## config.mk

```make
export PLATFORM = sky130hd
export DESIGN_NAME = software_timer_bank
export DESIGN_NICKNAME = d
export VERILOG_FILES = /design/src/rtl/core/stb_pkg.sv /design/src/rtl/core/software_timer_bank.sv /design/src/rtl/core/stb_ram.sv /design/src/rtl/core/stb_ctrl.sv /design/src/rtl/core/stb_dp.sv
export SDC_FILE = /design/constraint.sdc
export NUM_CORES = 1
export LEC_CHECK = 0
export BUFFER_PORTS_ARGS = -buffer_cell sky130_fd_sc_hd__buf_2
export CORE_ASPECT_RATIO = 0.5
export CORE_MARGIN = 8
export CORE_UTILIZATION = 50
export CTS_CLUSTER_DIAMETER = 30
export DETAILED_ROUTE_END_ITERATION = 8
export GPL_TIMING_DRIVEN = 0
export PLACE_DENSITY_LB_ADDON = 0.12
export SLEW_MARGIN = 30
export SYNTH_ARGS = -nofsm -noshare
export SYNTH_HDL_FRONTEND = slang
export SYNTH_SLANG_ARGS = --single-unit
```

## constraint.sdc

```tcl
create_clock -name clk -period 4.6 [get_ports clk]
set_clock_uncertainty 0.05 [all_clocks]
set_input_delay 0.92 -clock clk [delete_from_list [all_inputs] [get_ports clk]]
set_output_delay 0.92 -clock clk [all_outputs]
set_load 0.005 [all_outputs]
```

## src/rtl/core/stb_pkg.sv

```systemverilog
// ----------------------------------------------------------------------------
// Timer bank package
// Shared constants, opcodes, controller states and command/status bundles.
// ----------------------------------------------------------------------------
package stb_pkg;

    localparam int NUM_TIMERS_DEF = 16;
    localparam int COUNT_BITS_DEF = 16;

    localparam int OP_W  = 2;
    localparam int ID_W  = 4;
    localparam int DUR_W = 16;

    typedef enum logic [OP_W-1:0] {
        OP_TICK  = 2'd0,
        OP_START = 2'd1,
        OP_STOP  = 2'd2
    } op_t;

    typedef enum logic [1:0] {
        S_IDLE,
        S_ORDER,
        S_UPD,
        S_FLUSH
    } state_t;

    typedef struct packed {
        logic start;
        logic stop_clear;
        logic pass_init;
        logic stop_step;
        logic count_read;
        logic tick_step;
        logic finish;
    } stb_cmd_t;

    typedef struct packed {
        logic id_ok;
        logic id_running;
        logic total_zero;
        logic pass_done;
        logic expire;
        logic pend_valid;
        logic out_free;
    } stb_sts_t;

endpackage

```

## src/rtl/core/software_timer_bank.sv

```systemverilog
// ----------------------------------------------------------------------------
// Software timer bank
// Countdown timers kept in start order; a tick expires and reports them.
// ----------------------------------------------------------------------------
// Start, unknown op, stop of an idle timer, quiet tick on empty set: no pass.
// Stop of a running timer: a compaction pass over the run-order entries.
// Tick: a pass that can wait on output stall; each entry takes a run-order read
// and a count read-modify-write through single-port-read memories.
// Results trail the tick by one expiry; the last index leaves at pass end.
// Reset clears control and running flags at once; no memory clearing pass.
module software_timer_bank
    import stb_pkg::*;
#(
    parameter int NUM_TIMERS = NUM_TIMERS_DEF,
    parameter int COUNT_BITS = COUNT_BITS_DEF
) (
    input  logic             clk,
    input  logic             rst_n,
    input  logic             in_valid,
    output logic             in_stall,
    input  logic [OP_W-1:0]  op,
    input  logic [ID_W-1:0]  timer_id,
    input  logic [DUR_W-1:0] duration,
    output logic             out_valid,
    input  logic             out_stall,
    output logic [ID_W-1:0]  expired_id,
    output logic             last
);

    stb_cmd_t cmd;
    stb_sts_t sts;

    stb_ctrl u_ctrl (
        .clk      (clk),
        .rst_n    (rst_n),
        .in_valid (in_valid),
        .in_stall (in_stall),
        .op       (op),
        .sts      (sts),
        .cmd      (cmd)
    );

    stb_dp #(
        .NUM_TIMERS (NUM_TIMERS),
        .COUNT_BITS (COUNT_BITS)
    ) u_dp (
        .clk        (clk),
        .rst_n      (rst_n),
        .timer_id   (timer_id),
        .duration   (duration),
        .out_stall  (out_stall),
        .out_valid  (out_valid),
        .expired_id (expired_id),
        .last       (last),
        .cmd        (cmd),
        .sts        (sts)
    );

endmodule

```

## src/rtl/core/stb_ram.sv

```systemverilog
// ----------------------------------------------------------------------------
// Generic RAM
// One write port, one read port with enable and registered read data.
// ----------------------------------------------------------------------------
module stb_ram #(
    parameter int WIDTH = 8,
    parameter int DEPTH = 16
) (
    input  logic                     clk,
    input  logic                     we,
    input  logic [$clog2(DEPTH)-1:0] waddr,
    input  logic [WIDTH-1:0]         wdata,
    input  logic                     re,
    input  logic [$clog2(DEPTH)-1:0] raddr,
    output logic [WIDTH-1:0]         rdata
);

    logic [WIDTH-1:0] mem [DEPTH];
    logic [WIDTH-1:0] rdata_reg;

    always_ff @(posedge clk)
    begin
        if (we)
        begin
            mem[waddr] <= wdata;
        end
        if (re)
        begin
            rdata_reg <= mem[raddr];
        end
    end

    assign rdata = rdata_reg;

endmodule

```

## src/rtl/core/stb_ctrl.sv

```systemverilog
// ----------------------------------------------------------------------------
// Timer bank controller
// Accepts items and sequences the run-order passes for tick and stop.
// ----------------------------------------------------------------------------
module stb_ctrl
    import stb_pkg::*;
(
    input  logic            clk,
    input  logic            rst_n,
    input  logic            in_valid,
    output logic            in_stall,
    input  logic [OP_W-1:0] op,
    input  stb_sts_t        sts,
    output stb_cmd_t        cmd
);

    state_t state_reg;
    state_t state_next;
    logic   tick_mode_reg;
    logic   tick_mode_next;

    always_ff @(posedge clk or negedge rst_n)
    begin
        if (!rst_n)
        begin
            state_reg     <= S_IDLE;
            tick_mode_reg <= 1'b0;
        end
        else
        begin
            state_reg     <= state_next;
            tick_mode_reg <= tick_mode_next;
        end
    end

    always_comb
    begin
        state_next     = state_reg;
        tick_mode_next = tick_mode_reg;
        cmd            = '0;
        in_stall       = 1'b1;

        unique case (state_reg)
            S_IDLE:
            begin
                in_stall = 1'b0;
                if (in_valid)
                begin
                    unique case (op_t'(op))
                        OP_TICK:
                        begin
                            if (!sts.total_zero)
                            begin
                                cmd.pass_init  = 1'b1;
                                tick_mode_next = 1'b1;
                                state_next     = S_ORDER;
                            end
                        end
                        OP_START:
                        begin
                            cmd.start = 1'b1;
                        end
                        OP_STOP:
                        begin
                            if (sts.id_ok)
                            begin
                                cmd.stop_clear = 1'b1;
                                if (sts.id_running)
                                begin
                                    cmd.pass_init  = 1'b1;
                                    tick_mode_next = 1'b0;
                                    state_next     = S_ORDER;
                                end
                            end
                        end
                        default:
                        begin
                        end
                    endcase
                end
            end
            S_ORDER:
            begin
                if (sts.pass_done)
                begin
                    state_next = S_FLUSH;
                end
                else if (tick_mode_reg)
                begin
                    cmd.count_read = 1'b1;
                    state_next     = S_UPD;
                end
                else
                begin
                    cmd.stop_step = 1'b1;
                end
            end
            S_UPD:
            begin
                // a second expiry pushes the held one out; wait for room
                if (!(sts.expire && sts.pend_valid && !sts.out_free))
                begin
                    cmd.tick_step = 1'b1;
                    state_next    = S_ORDER;
                end
            end
            S_FLUSH:
            begin
                if (!(sts.pend_valid && !sts.out_free))
                begin
                    cmd.finish = 1'b1;
                    state_next = S_IDLE;
                end
            end
            default:
            begin
                state_next = S_IDLE;
            end
        endcase
    end

endmodule

```

## src/rtl/core/stb_dp.sv

```systemverilog
// ----------------------------------------------------------------------------
// Timer bank datapath
// Count and run-order memories, running flags, pass pointers, output register.
// ----------------------------------------------------------------------------
module stb_dp
    import stb_pkg::*;
#(
    parameter int NUM_TIMERS = NUM_TIMERS_DEF,
    parameter int COUNT_BITS = COUNT_BITS_DEF
) (
    input  logic             clk,
    input  logic             rst_n,
    input  logic [ID_W-1:0]  timer_id,
    input  logic [DUR_W-1:0] duration,
    input  logic             out_stall,
    output logic             out_valid,
    output logic [ID_W-1:0]  expired_id,
    output logic             last,
    input  stb_cmd_t         cmd,
    output stb_sts_t         sts
);

    localparam int IDX_W     = $clog2(NUM_TIMERS);
    localparam int TOT_W     = $clog2(NUM_TIMERS + 1);
    localparam int ID_EXT_W  = (IDX_W > ID_W) ? IDX_W : ID_W;

    logic [ID_EXT_W-1:0]   id_ext;
    logic [IDX_W-1:0]      in_idx;
    logic [COUNT_BITS-1:0] count;
    logic                  id_ok;
    logic                  start_ok;

    logic [NUM_TIMERS-1:0] running_reg;
    logic [NUM_TIMERS-1:0] running_next;
    logic [TOT_W-1:0]      total_reg;
    logic [TOT_W-1:0]      total_next;
    logic [TOT_W-1:0]      k_reg;
    logic [TOT_W-1:0]      k_next;
    logic [TOT_W-1:0]      k_plus;
    logic [TOT_W-1:0]      w_reg;
    logic [TOT_W-1:0]      w_next;
    logic [IDX_W-1:0]      stop_idx_reg;
    logic [IDX_W-1:0]      stop_idx_next;
    logic [IDX_W-1:0]      cur_idx_reg;
    logic [IDX_W-1:0]      cur_idx_next;
    logic                  pend_valid_reg;
    logic                  pend_valid_next;
    logic [IDX_W-1:0]      pend_idx_reg;
    logic [IDX_W-1:0]      pend_idx_next;
    logic                  out_valid_reg;
    logic                  out_valid_next;
    logic [ID_W-1:0]       out_id_reg;
    logic [ID_W-1:0]       out_id_next;
    logic                  out_last_reg;
    logic                  out_last_next;

    logic                  ord_we;
    logic [IDX_W-1:0]      ord_waddr;
    logic [IDX_W-1:0]      ord_wdata;
    logic                  ord_re;
    logic [IDX_W-1:0]      ord_raddr;
    logic [IDX_W-1:0]      ord_rdata;

    logic                  cnt_we;
    logic [IDX_W-1:0]      cnt_waddr;
    logic [COUNT_BITS-1:0] cnt_wdata;
    logic                  cnt_re;
    logic [IDX_W-1:0]      cnt_raddr;
    logic [COUNT_BITS-1:0] cnt_rdata;
    logic [COUNT_BITS-1:0] dec;
    logic                  expire;
    logic                  out_free;

    assign id_ext   = ID_EXT_W'(timer_id);
    assign in_idx   = id_ext[IDX_W-1:0];
    assign id_ok    = {1'b0, id_ext} < (ID_EXT_W + 1)'(NUM_TIMERS);
    assign count    = COUNT_BITS'(duration);
    assign start_ok = id_ok && (count != '0);
    assign k_plus   = k_reg + TOT_W'(1);
    assign dec      = cnt_rdata - COUNT_BITS'(1);
    assign expire   = (dec == '0);
    assign out_free = !out_valid_reg || !out_stall;

    // timer indices of the running set, oldest first
    stb_ram #(
        .WIDTH (IDX_W),
        .DEPTH (NUM_TIMERS)
    ) u_order_ram (
        .clk   (clk),
        .we    (ord_we),
        .waddr (ord_waddr),
        .wdata (ord_wdata),
        .re    (ord_re),
        .raddr (ord_raddr),
        .rdata (ord_rdata)
    );

    // remaining count per timer; only read for running timers
    stb_ram #(
        .WIDTH (COUNT_BITS),
        .DEPTH (NUM_TIMERS)
    ) u_count_ram (
        .clk   (clk),
        .we    (cnt_we),
        .waddr (cnt_waddr),
        .wdata (cnt_wdata),
        .re    (cnt_re),
        .raddr (cnt_raddr),
        .rdata (cnt_rdata)
    );

    always_comb
    begin
        running_next    = running_reg;
        total_next      = total_reg;
        k_next          = k_reg;
        w_next          = w_reg;
        stop_idx_next   = stop_idx_reg;
        cur_idx_next    = cur_idx_reg;
        pend_valid_next = pend_valid_reg;
        pend_idx_next   = pend_idx_reg;
        out_valid_next  = out_valid_reg;
        out_id_next     = out_id_reg;
        out_last_next   = out_last_reg;

        ord_we    = 1'b0;
        ord_waddr = w_reg[IDX_W-1:0];
        ord_wdata = ord_rdata;
        ord_re    = 1'b0;
        ord_raddr = k_plus[IDX_W-1:0];
        cnt_we    = 1'b0;
        cnt_waddr = cur_idx_reg;
        cnt_wdata = dec;
        cnt_re    = 1'b0;
        cnt_raddr = ord_rdata;

        if (!out_stall)
        begin
            out_valid_next = 1'b0;
        end

        if (cmd.start && start_ok)
        begin
            cnt_we               = 1'b1;
            cnt_waddr            = in_idx;
            cnt_wdata            = count;
            running_next[in_idx] = 1'b1;
            // restart keeps its place in the order
            if (!running_reg[in_idx])
            begin
                ord_we     = 1'b1;
                ord_waddr  = total_reg[IDX_W-1:0];
                ord_wdata  = in_idx;
                total_next = total_reg + TOT_W'(1);
            end
        end

        if (cmd.stop_clear)
        begin
            running_next[in_idx] = 1'b0;
            stop_idx_next        = in_idx;
        end

        if (cmd.pass_init)
        begin
            k_next    = '0;
            w_next    = '0;
            ord_re    = 1'b1;
            ord_raddr = '0;
        end

        // compaction: read at k, write back at w, skip dropped entries
        if (cmd.stop_step)
        begin
            if (ord_rdata != stop_idx_reg)
            begin
                ord_we = 1'b1;
                w_next = w_reg + TOT_W'(1);
            end
            k_next = k_plus;
            ord_re = 1'b1;
        end

        if (cmd.count_read)
        begin
            cur_idx_next = ord_rdata;
            cnt_re       = 1'b1;
        end

        if (cmd.tick_step)
        begin
            cnt_we = 1'b1;
            if (expire)
            begin
                running_next[cur_idx_reg] = 1'b0;
                if (pend_valid_reg)
                begin
                    out_valid_next = 1'b1;
                    out_id_next    = ID_W'(pend_idx_reg);
                    out_last_next  = 1'b0;
                end
                pend_valid_next = 1'b1;
                pend_idx_next   = cur_idx_reg;
            end
            else
            begin
                ord_we    = 1'b1;
                ord_wdata = cur_idx_reg;
                w_next    = w_reg + TOT_W'(1);
            end
            k_next = k_plus;
            ord_re = 1'b1;
        end

        if (cmd.finish)
        begin
            total_next = w_reg;
            if (pend_valid_reg)
            begin
                out_valid_next  = 1'b1;
                out_id_next     = ID_W'(pend_idx_reg);
                out_last_next   = 1'b1;
                pend_valid_next = 1'b0;
            end
        end
    end

    always_ff @(posedge clk or negedge rst_n)
    begin
        if (!rst_n)
        begin
            running_reg    <= '0;
            total_reg      <= '0;
            k_reg          <= '0;
            w_reg          <= '0;
            pend_valid_reg <= 1'b0;
            out_valid_reg  <= 1'b0;
        end
        else
        begin
            running_reg    <= running_next;
            total_reg      <= total_next;
            k_reg          <= k_next;
            w_reg          <= w_next;
            pend_valid_reg <= pend_valid_next;
            out_valid_reg  <= out_valid_next;
        end
    end

    always_ff @(posedge clk)
    begin
        stop_idx_reg <= stop_idx_next;
        cur_idx_reg  <= cur_idx_next;
        pend_idx_reg <= pend_idx_next;
        out_id_reg   <= out_id_next;
        out_last_reg <= out_last_next;
    end

    assign out_valid  = out_valid_reg;
    assign expired_id = out_id_reg;
    assign last       = out_last_reg;

    assign sts.id_ok      = id_ok;
    assign sts.id_running = running_reg[in_idx];
    assign sts.total_zero = (total_reg == '0);
    assign sts.pass_done  = (k_reg == total_reg);
    assign sts.expire     = expire;
    assign sts.pend_valid = pend_valid_reg;
    assign sts.out_free   = out_free;

endmodule

```

# Word level (Yosys, flattened, before mapping)
# Memory sizes are Yosys's and may differ from the RTL's. A register that Yosys moved wholly into a read port is not among the register bits.
# Cells that the tools add are included.
totals:
  in_bits: 26
  memories: 2
  reg_bits: 53
  word_cells: 161
  ramBits: 320
  out_inout_bits: 7
mem_list:
  columns: ["name", "words", "word_bits", "rd", "rd_clocked_by_memory_dff", "write_ports", "line", "rtl"]
  rows:
  - ["u_dp.u_count_ram.mem", 16, 16, 1, 1, 1, "stb_ram.sv:18", "logic [WIDTH-1:0] mem [DEPTH];"]
  - ["u_dp.u_order_ram.mem", 16, 4, 1, 1, 1, "stb_ram.sv:18", null]
classes:
  eq_ne: 17
  reduce_logical: 22
  order_cmp: 4
  n_mux: 94
  bitwise_logic: 5
  add_sub_neg: 4
ops:
  columns: ["cell", "count"]
  rows:
  - ["$mux W16", 5]
  - ["$mux W5", 11]
  - ["$mux W4", 13]
  - ["$mux W1", 47]
  - ["$and A16 B16 Y16", 2]
  - ["$not A16 Y16", 2]
  - ["$mux W2", 9]
  - ["$logic_not A16 Y1", 1]
  - ["$or A16 B16 Y16", 1]
  - ["$reduce_bool A16 Y1", 1]
  - ["$sub A16 B1 Y16 const B", 1]
  - ["$add A5 B1 Y5 const B", 3]
  - ["$ne A2 B2 Y1 const B", 6]
  - ["$lt A4 B5 Y1 const B", 2]
  - ["$ne A3 B3 Y1 const B", 3]
  - ["$demux W1 S4", 2]
  - ["$ge A4 B1 Y1 const B", 2]
  - ["$pmux W2 S4", 1]
  - ["$reduce_and A7 Y1", 1]
  - ["$eq A2 B2 Y1 const B", 3]
  - ["$logic_and A1 B1 Y1", 6]
  - ["$mux W3", 2]
  - ["$eq A5 B5 Y1", 1]
  - ["$logic_not A5 Y1", 1]
  - ["13 further kinds", 20]

# Longest topological paths before layout
# Gate-level depths: netlist (run 1).
logic_depth:
  word_depth: 14
  ltp_mapped: 12
  depth_no_buf: 9

# Modules after synthesis
# A second synthesis (run 1) with hierarchy kept.
hier_totals:
  cells_unflattened: 1010
  area_unflattened_um2: 16837.4
by_module_without_submodules:
  columns: ["mod", "cells_each", "seq_area_each_um2", "area_each_um2", "n_inst"]
  rows:
  - ["stb_ram (u_dp.u_count_ram)", 432, 8167.8, 10202.3, 1]
  - ["stb_dp", 410, 1286.2, 3638.5, 1]
  - ["stb_ram (u_dp.u_order_ram)", 130, 2042.0, 2706.3, 1]
  - ["stb_ctrl", 38, 75.1, 290.3, 1]

# Worst setup path after synthesis (run 1)
# OpenSTA, ideal clock, no wires.
synth_path:
  kind: "reg2reg"
  from: "register u_dp.u_count_ram.rdata_reg[0], in the netlist u_dp.u_count_ram.rdata[0] (read register of u_dp.u_count_ram.mem)"
  to: "memory u_dp.u_count_ram.mem[4][0] (netlist name), enable pin"
  synth_period_minus_slack_ns: 3.540
  slack_ns: 1.060
  required_time_ns: 4.162
  n_path_buf: 2
  path_stages_with_launch: 12
  arrival_time_ns: 3.102
  setup_ns: 0.388
  cell_sequence: "edfxtp_1 buf_2 inv_1 ha_1 buf_6 or4b_1 xnor2_1 o31a_2 nor3b_4 a311oi_4 a21oi_2 nor2_1"
synth_between:
  elab_chain_len: 9
synth_rtl:
  columns: ["item", "line", "rtl"]
  rows:
  - ["from (decl)", "stb_ram.sv:19", "logic [WIDTH-1:0] rdata_reg;"]
  - ["$sub A16 B1 Y16", "stb_dp.sv:80", "assign dec = cnt_rdata - COUNT_BITS'(1);"]
  - ["$logic_not A16 Y1", "stb_dp.sv:81", "assign expire = (dec == '0);"]
  - ["$logic_and A1 B1 Y1 (2 in a row)", "stb_ctrl.sv:101", "if (!(sts.expire && sts.pend_valid && !sts.out_free))"]
  - ["$mux W1", "stb_ctrl.sv:101", null]
  - ["$mux W1", "stb_ctrl.sv:43", "unique case (state_reg)"]
  - ["$mux W1", "stb_dp.sv:190", "if (cmd.tick_step)"]
  - ["$mux W1", "stb_ram.sv:23", "if (we)"]
  - ["$mux W1 (not written as such)", "stb_ram.sv:25", "mem[waddr] <= wdata;"]
  - ["to (decl)", "stb_ram.sv:18", null]
# Every way passes these cells.

# Final worst setup path (run 1)
layout_path:
  from: "register u_dp.u_count_ram.rdata_reg[0], in the netlist u_dp.u_count_ram.rdata[0] (read register of u_dp.u_count_ram.mem)"
  to: "memory u_dp.u_count_ram.mem[6][7] (netlist name), enable pin"
# The elaborated chain is that of the path after synthesis.

==> metrics.md, run 1 <==
| Metric | Value |
|---|---|
| Biggest regs | `u_dp.u_count_ram.mem x256, u_dp.u_order_ram.mem x64` |
| Skew-Pair Late Insertion Delay | `~0.56 ns` |
| CP max stage delay | `roughly 0.55 ns` |
| Die height | `around 150 um` |
| Routability-driven placement congestion ratio | `slightly above 0.9` |
| Final Max Slew Viols | `0` |
| Pwr Total | `around 0.013 W` |
| Minimum clock period after layout | `about 4.0 ns` |
| Root Driver | `clkbuf_16` |
| Worst flop-to-flop path startpoint | `u_dp.u_count_ram.rdata[0]$_DFFE_PP_` |
| CTS sink count | `between 300 and 400` |
| WL/cell | `between 20 and 30 um` |
| Initial antenna violation count | `0` |
| Diode count | `0` |
| Setup violations, final | `0` |
| Area growth syn-to-layout | `17.3%` |
| CTS tree | `yes` |
| Outcome | `completed` |
| Compound-Gate Fraction of Synth Area | `just under 5%` |
| Synth Area in Adders | `less than 1%` |
| Number of unique standard cell types used by synthesis | `78` |
| RSZ-0062 raised after global routing | `no` |
| Number of flip-flops in the largest register | `256` |
| Design area | `19700 sq um` |
| Yosys warns | `0` |
| Die ar. | `around 40000 sq um` |
| Largest family of logic cells by synthesized area | `multiplexers` |
| Reg2Reg Depth | `12` |
| Max Clk Rate | `approximately 250 MHz` |
| CP required | `between 4 and 5 ns` |
| # rows | `between 40 and 50` |
| CP cell instances | `buf_2 > inv_1 > ha_1 > buf_6 > or4b_1 > xnor2_1 > o31a_2 > nor3b_4 > a311oi_4 > a21oi_2 > nor2_4 > buf_16` |
| Crit Path Class | `reg2reg` |
| Pin count of the biggest net entering global routing | `37` |
| Leakage power total | `6.51 nW` |
| Async SR Flop Fraction | `under 10%` |
| Largest register by flop count | `u_dp.u_count_ram.mem` |
| Clock Path Buffers | `3` |
| First-pass GRT wire length | `between 60000 and 70000 um` |
| Clk pin slew, worst setup/hold paths | `~0.060 ns` |
| Crit path DAT | `about 4.3 ns` |
| Final hold vios | `0` |
| Area after DPL | `approximately 18000 sq um` |
| Die width | `275 um` |
| Routed Antenna Nets | `0` |
| Starting Density | `between 50% and 60%` |
| Num CTS Buffers | `48` |
| Final wirelength | `40000 um` |
| R2r setup slk | `~0.57 ns` |
| Slew headroom | `between 30% and 40%` |
| FF+latch area | `11600 sq um` |
| Post-synthesis sequential area ratio | `~69%` |
| Post-Syn Area | `16800 sq um` |
| Post-synth EDFFs | `roughly 360` |
| Port Buffers | `32` |
| Simple-gate portion of the synthesized area | `under 10%` |
| CORE AREA | `~33000 sq um` |
| Nets | `1100` |
| Critical R2R Capture | `u_dp.u_count_ram.mem[6][7]$_DFFE_PP_` |
| DRT iter0 DRCs | `just under 1000` |
| Syn Area/Cell | `roughly 17 sq um` |
| Setup Fix Bufs, Post-CTS | `0` |
| DRC violations left | `0` |
| Setup TNS Final | `0 ns` |
| Post-Layout Cell Count | `approximately 1500` |
| Number of gates resized after CTS | `0` |
| Detail Placement HPWL | `between 20000 and 30000 um` |
| Post-synthesis cell count | `between 900 and 1000` |
| Power per cell area | `669 nW/um^2` |
| Post-DR vias/cell | `slightly above 6` |
| Router iterations before antenna repair | `5` |
| Global Route Usage Sum | `approximately a fifth` |
| Syn_nets | `1000` |
| Max-cap viol count | `0` |
| Routed via count | `about 9400` |
| Period utilization | `roughly 88%` |
| CP endpoint kind | `flip-flop` |
| Grt ovf | `0` |
| I/O pins | `33` |
| Post-synthesis mux area share | `approximately 14%` |
| H-tree levels | `2` |
| Hold WC Path Type | `in2async` |
| Synth Area in XOR/XNOR | `under 10%` |
| Worst-path fanout max | `10` |
| Yosys reg bits | `approximately 390` |
| Fill cells | `~2400` |
| Share of post-route cells with drive strength above 1 | `between 20 and 30%` |
| Synth Flop Type | `edfxtp_1` |
| Placed Cells | `between 1000 and 1500` |
| CTS Hold Bufs | `0` |
| Worst VDD drop | `between 0.3 and 0.4 mV` |
| Worst-Margin Slew | `about 1.0 ns` |
| Slowest CP cell | `or4b_1` |
| Number of global-route vias before repair | `9703` |
| Multi-input logic area | `around 5000 sq um` |
| Crit path launch type | `flip-flop` |
[cells in the final DEF, fill, tap and decap left out, types with 7 or more instances in the layout]
master and instances:
a21oi_1 12, a21oi_2 15, a31oi_1 22, buf_16 10, buf_2 48, buf_4 7, buf_6 7, clkbuf_1 28
clkbuf_16 51, dfrtp_1 36, edfxtp_1 357, inv_1 16, inv_6 7, mux2_1 8, mux2i_1 11, mux4_2 98
nand2_1 38, nand2b_1 7, nand3_1 13, nor2_1 65, nor2_4 16, nor3_1 24, nor4_1 11, o21ai_0 12
o21ai_1 8, o22ai_1 12, xnor2_1 18, xor2_1 10
[cell type report]
class | instances | area share (%)
multi-input cells | 501 | 25.3
clock buffers | 58 | 6.65
plain buffers | 58 | 1.71
well taps | 441 | 2.80
inverters | 16 | 0.304
repair buffers | 50 | 2.79
clock inverters | 29 | 1.49
flip-flops and latches | 393 | 58.9
[critical path, delay by kind of cell, from the launching register on]
kind            cells  cell delay (ns)
simple gates        3             1.14
buf+inv             4             0.68
xor+xnor            1             0.18
compound gates      3             1.10
flops               1             0.47
fa+ha+maj           1             0.15
[cell usage after synthesis, drive strengths merged (6+ instances only)]
master  count  share of area [%]
nor3       26               0.80
edfxtp    357                 64
o22ai      12               0.45
xor2       10               0.52
nor2       82                1.8
nor3b       7               0.48
nand4       6               0.22
nand2b      7               0.26
buf        32                1.3
a31oi      26               0.97
mux4       98                 13
mux2       10               0.67
o21ai      21               0.65
ha          6               0.45
nand2      38               0.85
clkbuf     26               0.70
mux2i      11               0.65
xnor2      19                1.1
inv        16               0.36
nand3      13               0.39
nor4       12               0.54
a21oi      27               0.91
dfrtp      36                5.4
[routing by layer]
layer	track usage [%]	part of all wire (%)	wire [um]
met5	0	0	0
met4	6.51	3.0	1190
met3	4.76	7.8	3110
met2	31.1	47	18700
met1	28.2	43	17000
[where the power goes]
group / switching (W) / internal, W / leakage [nW] / total [W]
registers: 0.000284 / 0.00498 / 3.69 / 0.00527
clock network: 0.00149 / 0.00228 / 0.777 / 0.00377
logic: 0.00253 / 0.00163 / 2.03 / 0.00416
total: 0.00431 / 0.00889 / 6.51 / 0.0132
[how the worst max path moves through the flow]
stage,from,to,slack [ns],cells after the start
floorplan,u_dp.u_count_ram.rdata[0]$_DFFE_PP_,u_dp.u_count_ram.mem[4][0]$_DFFE_PP_,1.06,11
global placement,u_dp.u_count_ram.rdata[0]$_DFFE_PP_,u_dp.u_count_ram.mem[14][11]$_DFFE_PP_,-0.37,11
detailed placement,timer_id[3],u_dp.u_order_ram.mem[12][0]$_DFFE_PP_,0.48,8
CTS,u_dp.u_count_ram.rdata[0]$_DFFE_PP_,u_dp.u_count_ram.mem[6][7]$_DFFE_PP_,0.66,12
global route,u_dp.u_count_ram.rdata[0]$_DFFE_PP_,u_dp.u_order_ram.mem[5][2]$_DFFE_PP_,0.42,12
finish,u_dp.u_count_ram.rdata[0]$_DFFE_PP_,u_dp.u_count_ram.mem[6][7]$_DFFE_PP_,0.57,12
[through the flow]
step / hold WS, ns / setup WS (ns) / util, %
after global placement: 0.393 / -0.365 / 53.0
final: 0.197 / 0.574 / 59.6
after global routing: 0.192 / 0.423 / 59.6
after CTS: 0.417 / 0.659 / 59.4
after floorplan: 0.374 / 1.06 / -
after detailed placement: 0.396 / 0.484 / 54.6
[logic make-up (layout without fill, tap and decap cells)]
group,count (synthesis),after routing
flip-flops,393,393
multiplexers,119,119
AO/OA/AOI/OAI,120,120
adder cells (fa/ha/maj),6,6
buffers and inverters,74,211
AND/OR/NAND/NOR,227,227
XOR/XNOR,29,29
Note: power is estimated with default switching activity, not from simulation.
==> run 2, diff against run 1 <==
--- a/config.mk
+++ b/config.mk
@@ -6,13 +6,13 @@
 export NUM_CORES = 1
 export LEC_CHECK = 0
 export BUFFER_PORTS_ARGS = -buffer_cell sky130_fd_sc_hd__buf_2
-export CORE_ASPECT_RATIO = 0.5
 export CORE_MARGIN = 8
 export CORE_UTILIZATION = 50
 export CTS_CLUSTER_DIAMETER = 30
 export DETAILED_ROUTE_END_ITERATION = 8
 export GPL_TIMING_DRIVEN = 0
 export PLACE_DENSITY_LB_ADDON = 0.12
+export RECOVER_POWER = 25
 export SLEW_MARGIN = 30
 export SYNTH_ARGS = -nofsm -noshare
 export SYNTH_HDL_FRONTEND = slang
==> metrics.md, run 2 (synthesis results as in run 1) <==
| Metric | Value |
|---|---|
| CP max stage delay | `0.55 ns (about the same)` |
| Area after DPL | `17900 sq um (-0.89%)` |
| Max-cap viol count | `1 (+1)` |
| Clk pwr share | `38.6% (+10 points)` |
| Comb pwr share | `26.9% (-4.6 points)` |
| WL/cell | `25.4 um (-1.8%)` |
| H-tree levels | `3 (+1)` |
| Routed via count | `9611 (+2.5%)` |
| Clock Path Buffers | `3 (unchanged)` |
| CP bufs+invs | `4 (unchanged)` |
| Starting Density | `50.4% (-0.39 points)` |
| Power per cell area | `739 nW/um^2 (+10%)` |
| Hold WC Path Type | `reg2reg` |
| Fill cells | `2451 (+2.2%)` |
| Slowest CP cell | `or4b_1` |
| Worst-Margin Slew | `2.13 ns (+1.09 ns)` |
| Sequential power share | `34.5% (-5.4 points)` |
| DRT iter0 DRCs | `800 (-18%)` |
| CP endpoint kind | `flip-flop` |
| Routability-driven placement congestion ratio | `0.852 (-7.8%)` |
| Slew headroom | `-41.9% (-72 points)` |
| Max Clk Rate | `245 MHz (-1.5%)` |
| Post-DR vias/cell | `5.98 (-1.4%)` |
| CTS sink count | `393 (unchanged)` |
| # rows | `67 (+43%)` |
| Die height | `199 um (+37%)` |
| CP cell instances | `clkbuf_1 > inv_1 > ha_1 > buf_6 > or4b_1 > xnor2_1 > o31a_2 > nor4b_4 > a21oi_1 > buf_4 > a32oi_1 > nor2_1` |
| Levels on crit path | `12 (unchanged)` |
| Switching Share | `30.9% (-1.7 points)` |
| Nets | `1125 (+2.3%)` |
| Commonest non-fill, non-tap cell in the layout | `edfxtp_1` |
| Failing checks | `max-capacitance violations, max-slew violations` |
| Hold path depth | `0` |
| Outcome | `complete, but fails checks` |
| Diode count | `0 (unchanged)` |
| Switching power | `0.00472 W (+9.6%)` |
| Most frequent cells in the layout | `edfxtp_1 (357), mux4_2 (98), clkbuf_16 (82), nor2_1 (65), clkbuf_1 (50)` |
| Skew-Pair Late Insertion Delay | `0.59 ns (+0.03 ns)` |
| Global Route Usage Sum | `21.3% (+1.1 points)` |
| Final hold vios | `0 (unchanged)` |
| Final wirelength | `40900 um (+2.2%)` |
| Port Buffers | `32 (unchanged)` |
| Num CTS Buffers | `82 (+71%)` |
| Number of flip-flops in the largest register | `256 (unchanged)` |
| Detail Placement HPWL | `26200 um (-0.77%)` |
| RSZ-0062 raised after global routing | `no` |
| Setup Fix Bufs, Post-CTS | `0 (unchanged)` |
| CTS tree | `yes` |
| Area growth syn-to-layout | `22.8%` |
| Crit path launch type | `flip-flop` |
| Largest register by flop count | `u_dp.u_count_ram.mem` |
| Router iterations before antenna repair | `5 (unchanged)` |
| Minimum clock period after layout | `4.09 ns (+0.0620 ns)` |
| Biggest regs | `u_dp.u_count_ram.mem x256, u_dp.u_order_ram.mem x64` |
| DRC violations left | `0 (unchanged)` |
| CP required | `4.84 ns (-0.02 ns)` |
| Final Max Slew Viols | `37 (+37)` |
| Crit path DAT | `4.33 ns (+0.05 ns)` |
| CORE AREA | `33400 sq um (+0.77%)` |
| Worst VDD drop | `0.423 mV (+36%)` |
| CTS Hold Bufs | `0 (unchanged)` |
| Die ar. | `39800 sq um (-0.88%)` |
| CP top delay family | `simple AND/OR/NAND/NOR gates` |
| Share of post-route cells with drive strength above 1 | `29.4% (+0.62 points)` |
| Post-Layout Cell Count | `1608 (+4.0%)` |
| Die width | `199 um (-28%)` |
| Number of gates resized after CTS | `0 (unchanged)` |
| Grt ovf | `0 (unchanged)` |
| Placed Cells | `1457 (-0.069%)` |
| Leakage power total | `6.92 nW (+6.4%)` |
| Routed Antenna Nets | `0 (unchanged)` |
| Worst-path fanout max | `10 (unchanged)` |
| Min Hold Slack | `0.424 ns (+0.227 ns)` |
| Initial antenna violation count | `0 (unchanged)` |
| First-pass GRT wire length | `61900 um (+2.9%)` |
| Period utilization | `88.9% (+1.3 points)` |
| P_int | `0.0105 W (+19%)` |
| Pin count of the biggest net entering global routing | `37 (unchanged)` |
| Number of global-route vias before repair | `9829 (+1.3%)` |
| Reg2Reg Depth | `12 (unchanged)` |
| Clk pin slew, worst setup/hold paths | `0.05 ns (about the same)` |
| Design area | `20700 sq um (+4.7%)` |
| Root Driver | `clkbuf_16` |
| Crit Path Class | `reg2reg` |
| I/O pins | `33 (unchanged)` |
| Setup violations, final | `0 (unchanged)` |
## run 2: worst reg2reg max path, cell delays in order, from the launching register on
cell and delay (ns):
edfxtp_1 0.46, clkbuf_1 0.27, inv_1 0.14, ha_1 0.17, buf_6 0.13, or4b_1 0.55, xnor2_1 0.17, o31a_2 0.34
nor4b_4 0.37, a21oi_1 0.23, buf_4 0.23, a32oi_1 0.44, nor2_1 0.25
## run 2: per-layer routing
layer | share of wire [%] | track usage (%) | wire length, um
met1 | 44 | 30.3 | 17900
met4 | 2.2 | 7.28 | 887
met5 | 0 | 0 | 0
met3 | 6.7 | 4.14 | 2760
met2 | 47 | 32.8 | 19300
## run 2: metrics by stage
step                      TNS, ns  setup slack, ns  total power [W]  utilization [%]
after floorplan                 0             1.06          0.00803                -
after global placement     -34.53           -0.233          0.00924             52.6
after detailed placement        0            0.287          0.00942             53.7
after CTS                       0            0.631           0.0154             62.1
after global routing            0            0.299           0.0159             61.9
final                           0            0.512           0.0153             61.9
## run 2: final timing paths
| check | startpoint | to | slack, ns |
|---|---|---|---|
| max | u_dp.u_count_ram.rdata[1]$_DFFE_PP_ | u_dp.u_order_ram.mem[7][3]$_DFFE_PP_ | 0.51 |
| min | u_dp.u_order_ram.rdata[2]$_DFFE_PP_ | u_dp.cur_idx_reg[2]$_DFFE_PP_ | 0.42 |
| max reg2reg | u_dp.u_count_ram.rdata[1]$_DFFE_PP_ | u_dp.u_order_ram.mem[7][3]$_DFFE_PP_ | 0.51 |
| min reg2reg | u_dp.u_order_ram.rdata[2]$_DFFE_PP_ | u_dp.cur_idx_reg[2]$_DFFE_PP_ | 0.42 |
| max in group asynchronous | rst_n | u_dp.k_reg[2]$_DFFE_PN0P_ | 2.34 |
| min in group asynchronous | rst_n | u_dp.running_reg[5]$_DFF_PN0_ | 0.91 |
## run 2: cell type report
type	instances	area, sq um	area share [%]
Buffer	58	307	1.48
Clock buffer	91	2100	10.1
Clock inverter	60	697	3.37
Inverter	16	60.1	0.291
Multi-Input combinational cell	501	4980	24.1
Sequential cell	393	11600	56.2
Tap cell	448	561	2.71
Timing Repair Buffer	41	343	1.66
## run 2: power by group through the flow
stage                     registers, W  logic (W)  clock network (W)
after detailed placement       0.00531    0.00411                  0
after global routing           0.00530    0.00444            0.00615
after floorplan                0.00521    0.00283                  0
after CTS                      0.00525    0.00414            0.00597
after global placement         0.00531    0.00393                  0
final                          0.00526    0.00411            0.00590
